**config.mk**
```make
export PLATFORM = sky130hd
export DESIGN_NAME = bfl_ram
export DESIGN_NICKNAME = d
export VERILOG_FILES = /design/src/rtl/core/bfl_ram.sv
export SDC_FILE = /design/constraint.sdc
export NUM_CORES = 2
export LEC_CHECK = 0
export BUFFER_PORTS_ARGS = -buffer_cell sky130_fd_sc_hd__buf_2
export CAP_MARGIN = 20
export CORE_AREA = 2 2 629 631
export CTS_BUF_LIST = sky130_fd_sc_hd__clkbuf_8
export CTS_CLUSTER_DIAMETER = 100
export DETAILED_ROUTE_END_ITERATION = 6
export DIE_AREA = 0 0 631 633
export SLEW_MARGIN = 10
export SYNTH_ARGS = -nofsm -noshare
export SYNTH_HDL_FRONTEND = slang
export SYNTH_SLANG_ARGS = --single-unit
export TNS_END_PERCENT = 100
```
**constraint.sdc**
```tcl
create_clock -name clk -period 9.8 [get_ports clk]
set_input_delay 1.47 -clock clk [delete_from_list [all_inputs] [get_ports clk]]
set_output_delay 1.47 -clock clk [all_outputs]
set_load 0.005 [all_outputs]
```
**src/rtl/core/bfl_ram.sv**
```systemverilog
`timescale 1ns / 1ps
// ----------------------------------------------------------------------------
// bfl_ram
// generic single port write, single port registered read memory
// ----------------------------------------------------------------------------
module bfl_ram #(
    parameter int WIDTH = 64,
    parameter int DEPTH = 64
) (
    input  logic                     clk,
    input  logic                     we,
    input  logic [$clog2(DEPTH)-1:0] waddr,
    input  logic [WIDTH-1:0]         wdata,
    input  logic [$clog2(DEPTH)-1:0] raddr,
    output logic [WIDTH-1:0]         rdata
);

    logic [WIDTH-1:0] mem [DEPTH];

    // write port and registered read
    always_ff @(posedge clk)
    begin
        if (we)
        begin
            mem[waddr] <= wdata;
        end
        rdata <= mem[raddr];
    end

endmodule

```
# After elaboration in Yosys (flattened, before gate mapping)

Memories as Yosys holds them, arrays and structs flattened. A register that Yosys moved wholly into a read port is not among the register bits.
Cells that the tools add are included.

Mux-type cells: 2

Operator list:

| kind             | count |
|---|---|
| 2-to-1 mux 1 bit | 2 |

Bits in registers: 0
Bits in writable memories: 4,096
Input bits: 78
Memories: 1

Memory list:

| memory | depth | bits a word | read ports | clocked after memory_dff | write ports | RTL line | text |
|---|---|---|---|---|---|---|---|
| mem    | 64    | 64          | 1          | 1                        | 1           | 18       | `logic [WIDTH-1:0] mem [DEPTH];` |

# Depth between registers and ports, before layout

Word-level depth: 2
Gate-level depth with buffers: 9
Mapped depth without buffers: 5

# Least setup slack after synthesis

OpenSTA, ideal clock, no wires.

Path type: in2reg
Start point: input port waddr[3]
End point: memory mem[48][0], enable pin
Path buffers: 1
Path slack: 2,894 ps
Stages on the path: 4
Data arrival time: 6,342 ps
Data required time: 9,236 ps
Cells stage by stage: clkbuf_1 > nor2b_1 > nand4b_1 > nor3_1

RTL lines:

| element         | RTL line | text |
|---|---|---|
| start, declared | 12       | `input logic [$clog2(DEPTH)-1:0] waddr,` |
| end, declared   | 18       |  |

No word-level cell before the write port.

# Worst setup path after layout

Start point: input port we
End point: memory mem[22][47], enable pin

Word-level cells in the longest chain between the ends: 2

Ends and longest elaborated chain:

| element                                | RTL line | text |
|---|---|---|
| start, declared                        | 11       | `input logic we,` |
| 2-to-1 mux 1 bit                       | 23       | `if (we)` |
| 2-to-1 mux 1 bit (not written as such) | 25       | `mem[waddr] <= wdata;` |

No other way between the ends.

==> flow_summary.ini <==
[finish]
drive_gt1_frac = 0.296
final_nets = 7341
regArea_mm2 = 0.124
nFillCells = 32703
syn_to_final_growth_pct = 13.2
multi_input_area_mm2 = 0.0308
stdcell_area_mm2 = 0.177

[routing]
met2_length_um = 214000
vias = 77004
met3WireLength_um = 38700
drt_iter0_markers = 10090
wl_per_cell_um = 34.2
drtPass1Iterations = 5
drc_errors = 0
routed_wl_um = 445000
routedLengthMet1_um = 178000
post_drt_via_cell_ratio = 5.91
top_layer_used = met5
drtAntennaViolNets = 0

[timing]
finalSetupTns_ns = 0
rsz0062_at_grt = false
finalSetupViolCount = 0
clock_skew_ns = 0.0632
period_minus_slack_ns = 3.99
final_hold_viol_count = 0
slew_violations = 0
slew_headroom = 0.227
period_share = 0.407
max_slew.worst_pin.slew_ns = 1.16
max_freq_ghz = 0.251

[yosys]
syn_inst = 6598
synth_edf_count = 4096
async_reset_ff_frac = 0
ys_top_cells_by_area = edfxtp_1, mux4_2, mux2i_1
synth-seq-area-share = 0.795
yosysMostFrequentCell = edfxtp_1
avgSynthCellArea_um2 = 23.7
netlist_area_mm2 = 0.156
ys_ff_latch = 4160
yosys_warnings = 0
synth_fp_nets = 6676
synth.top_cell.area_share = 0.787
synth_commonest_cells = edfxtp_1, mux4_2, buf_2
post_synth_num_cell_types = 33
yosys.area.top_type = edfxtp_1
synthFlopType = edfxtp_1

[place]
io_buffers = 141
place_area_mm2 = 0.164
dp_hpwl_um = 233000
gp_congestion = 0.771

[clock_tree]
post_cts_resize_count = 0
holdBufCountCts = 0
clk_latency_ns = 1.23
htree_num_levels = 6
clkSlewWorstSetupHoldPaths_ns = 0.06
cts_tree = done
numCtsBuffers = 666
cts_sinks = 4160
cts_setup_buffers = 0
max-clock-path-buffers = 4
cts_root_buf = clkbuf_8

[power]
p_int_mw = 27.4
irDropWorstVdd_mv = 0.145
powerDensity_mw_per_mm2 = 200
p_sw_frac = 0.227
power_frac_seq = 0.559
power_frac_clock = 0.394
p_leak_nw = 55.7
comb_power_share = 0.047
p_switching_mw = 8.05
power_mw = 35.4

[critical_path]
cp_max_fo = 30
r2r_end = rdata[46]
crit_type = input port to flip-flop
cp-start-kind = input port
r2r_slack_ns = 7.66
r2r-start = mem[13][46]
rr_worst_depth = 5
worstSetupStartpoint = we
end_kind = flip-flop
crit_required_ns = 10.61
worst_ep_arrival_time_ns = 4.80

[floorplan]
die_width_um = 631
dieHeight_um = 633
initial_core_util = 0.399
ioPinCount = 142
core_mm2 = 0.392
row_count = 230
fp.dieArea_mm2 = 0.399

[min_path]
hold_class = input port to flip-flop
hold_start = wdata[15]
hold_depth = 1
whs_endpoint = mem[5][15]

[global_routing]
antenna_found_initial = 49
grtUsageTotal = 0.220
grt_pass1_wl_um = 615000
overflow = 0
grt_pass1_vias = 78193
grt_max_degree = 107

[status]
status = finished, final reports clean

[run]
maxCapViolCount = 0
[state kept, by name, summed over array words and instances, names as in the netlist]
name   cells
mem     4096
rdata     64
[logic make-up (layout without fill, tap and decap cells)]
kind of cell / Yosys count / after routing / share of synthesized area
buffers and inverters: 389 / 1573 / 0.0118
AOI/OAI and AO/OA: 504 / 504 / 0.0248
other: 0 / 22 / 0
muxes: 1159 / 1159 / 0.156
and+or+nand+nor: 386 / 386 / 0.0124
DFF: 4160 / 4160 / 0.795
[worst max-delay path: stages]
cell and delay (ns):
buf_2 0.15, nor2b_1 0.26, nand3_1 0.58, nor2_4 0.98, buf_4 0.56, buf_4 0.69
[how the worst max path moves through the flow]
stage	slack (ns)	depth (start not counted)	to
after floorplan	2.89	4	mem[48][0]
after global placement	4.62	8	rdata[29]
after detailed placement	4.60	6	mem[22][57]
after CTS	5.90	6	mem[22][28]
after global routing	5.68	8	rdata[29]
final	5.81	6	mem[22][47]
[cells in the final DEF (no fill, tap or decap), types with 38 or more instances in the layout]
master    count
nand3_1      45
clkinv_2     40
o22ai_1      83
mux4_2     1024
buf_2       138
a22oi_1     168
and3_1       64
edfxtp_1   4096
o221ai_1     38
a211oi_1     63
nand2_1      55
a22o_1       88
dfxtp_1      64
inv_1       271
nor2_1       47
mux2i_1     135
clkbuf_8    701
clkinv_1    126
buf_4       189
nor2_4       65
[metal layers]
metal  track usage  vias to the layer above
met5             0                        -
met4        0.0690                       12
met3        0.0377                      764
met2         0.354                     4004
met1         0.306                    42260
li1              -                    29964
[power by group through the flow]
stage               Sequential (mW)  Clock, mW  Combinational (mW)
global route                   19.8       15.0                1.75
finish                         19.8       14.0                1.65
CTS                            19.8       14.2                1.65
floorplan                      20.1          0               0.917
detailed placement             20.2          0                1.65
global placement               20.2          0                1.62
[through the flow]
step                      setup slack (ns)  hold slack [ns]  cells   util
after floorplan                       2.89            0.788   6598      -
after global placement                4.62            0.815  11798  0.419
after detailed placement              4.60            0.828  11800  0.419
after CTS                             5.90            0.721  12987  0.451
after global routing                  5.68            0.567  13007  0.451
final                                 5.81            0.611  13024  0.452
[cell type report]
cell class / count / area share
repair buffers: 367 / 0.0164
clock buffers: 701 / 0.0545
multi-input cells: 2049 / 0.174
flip-flops and latches: 4160 / 0.702
clock inverters: 486 / 0.0153
well taps: 5220 / 0.0369
diodes: 22 / 0.000311
inverters: 19 / 0.000403
No activity file was read; power rests on OpenSTA's default activity.
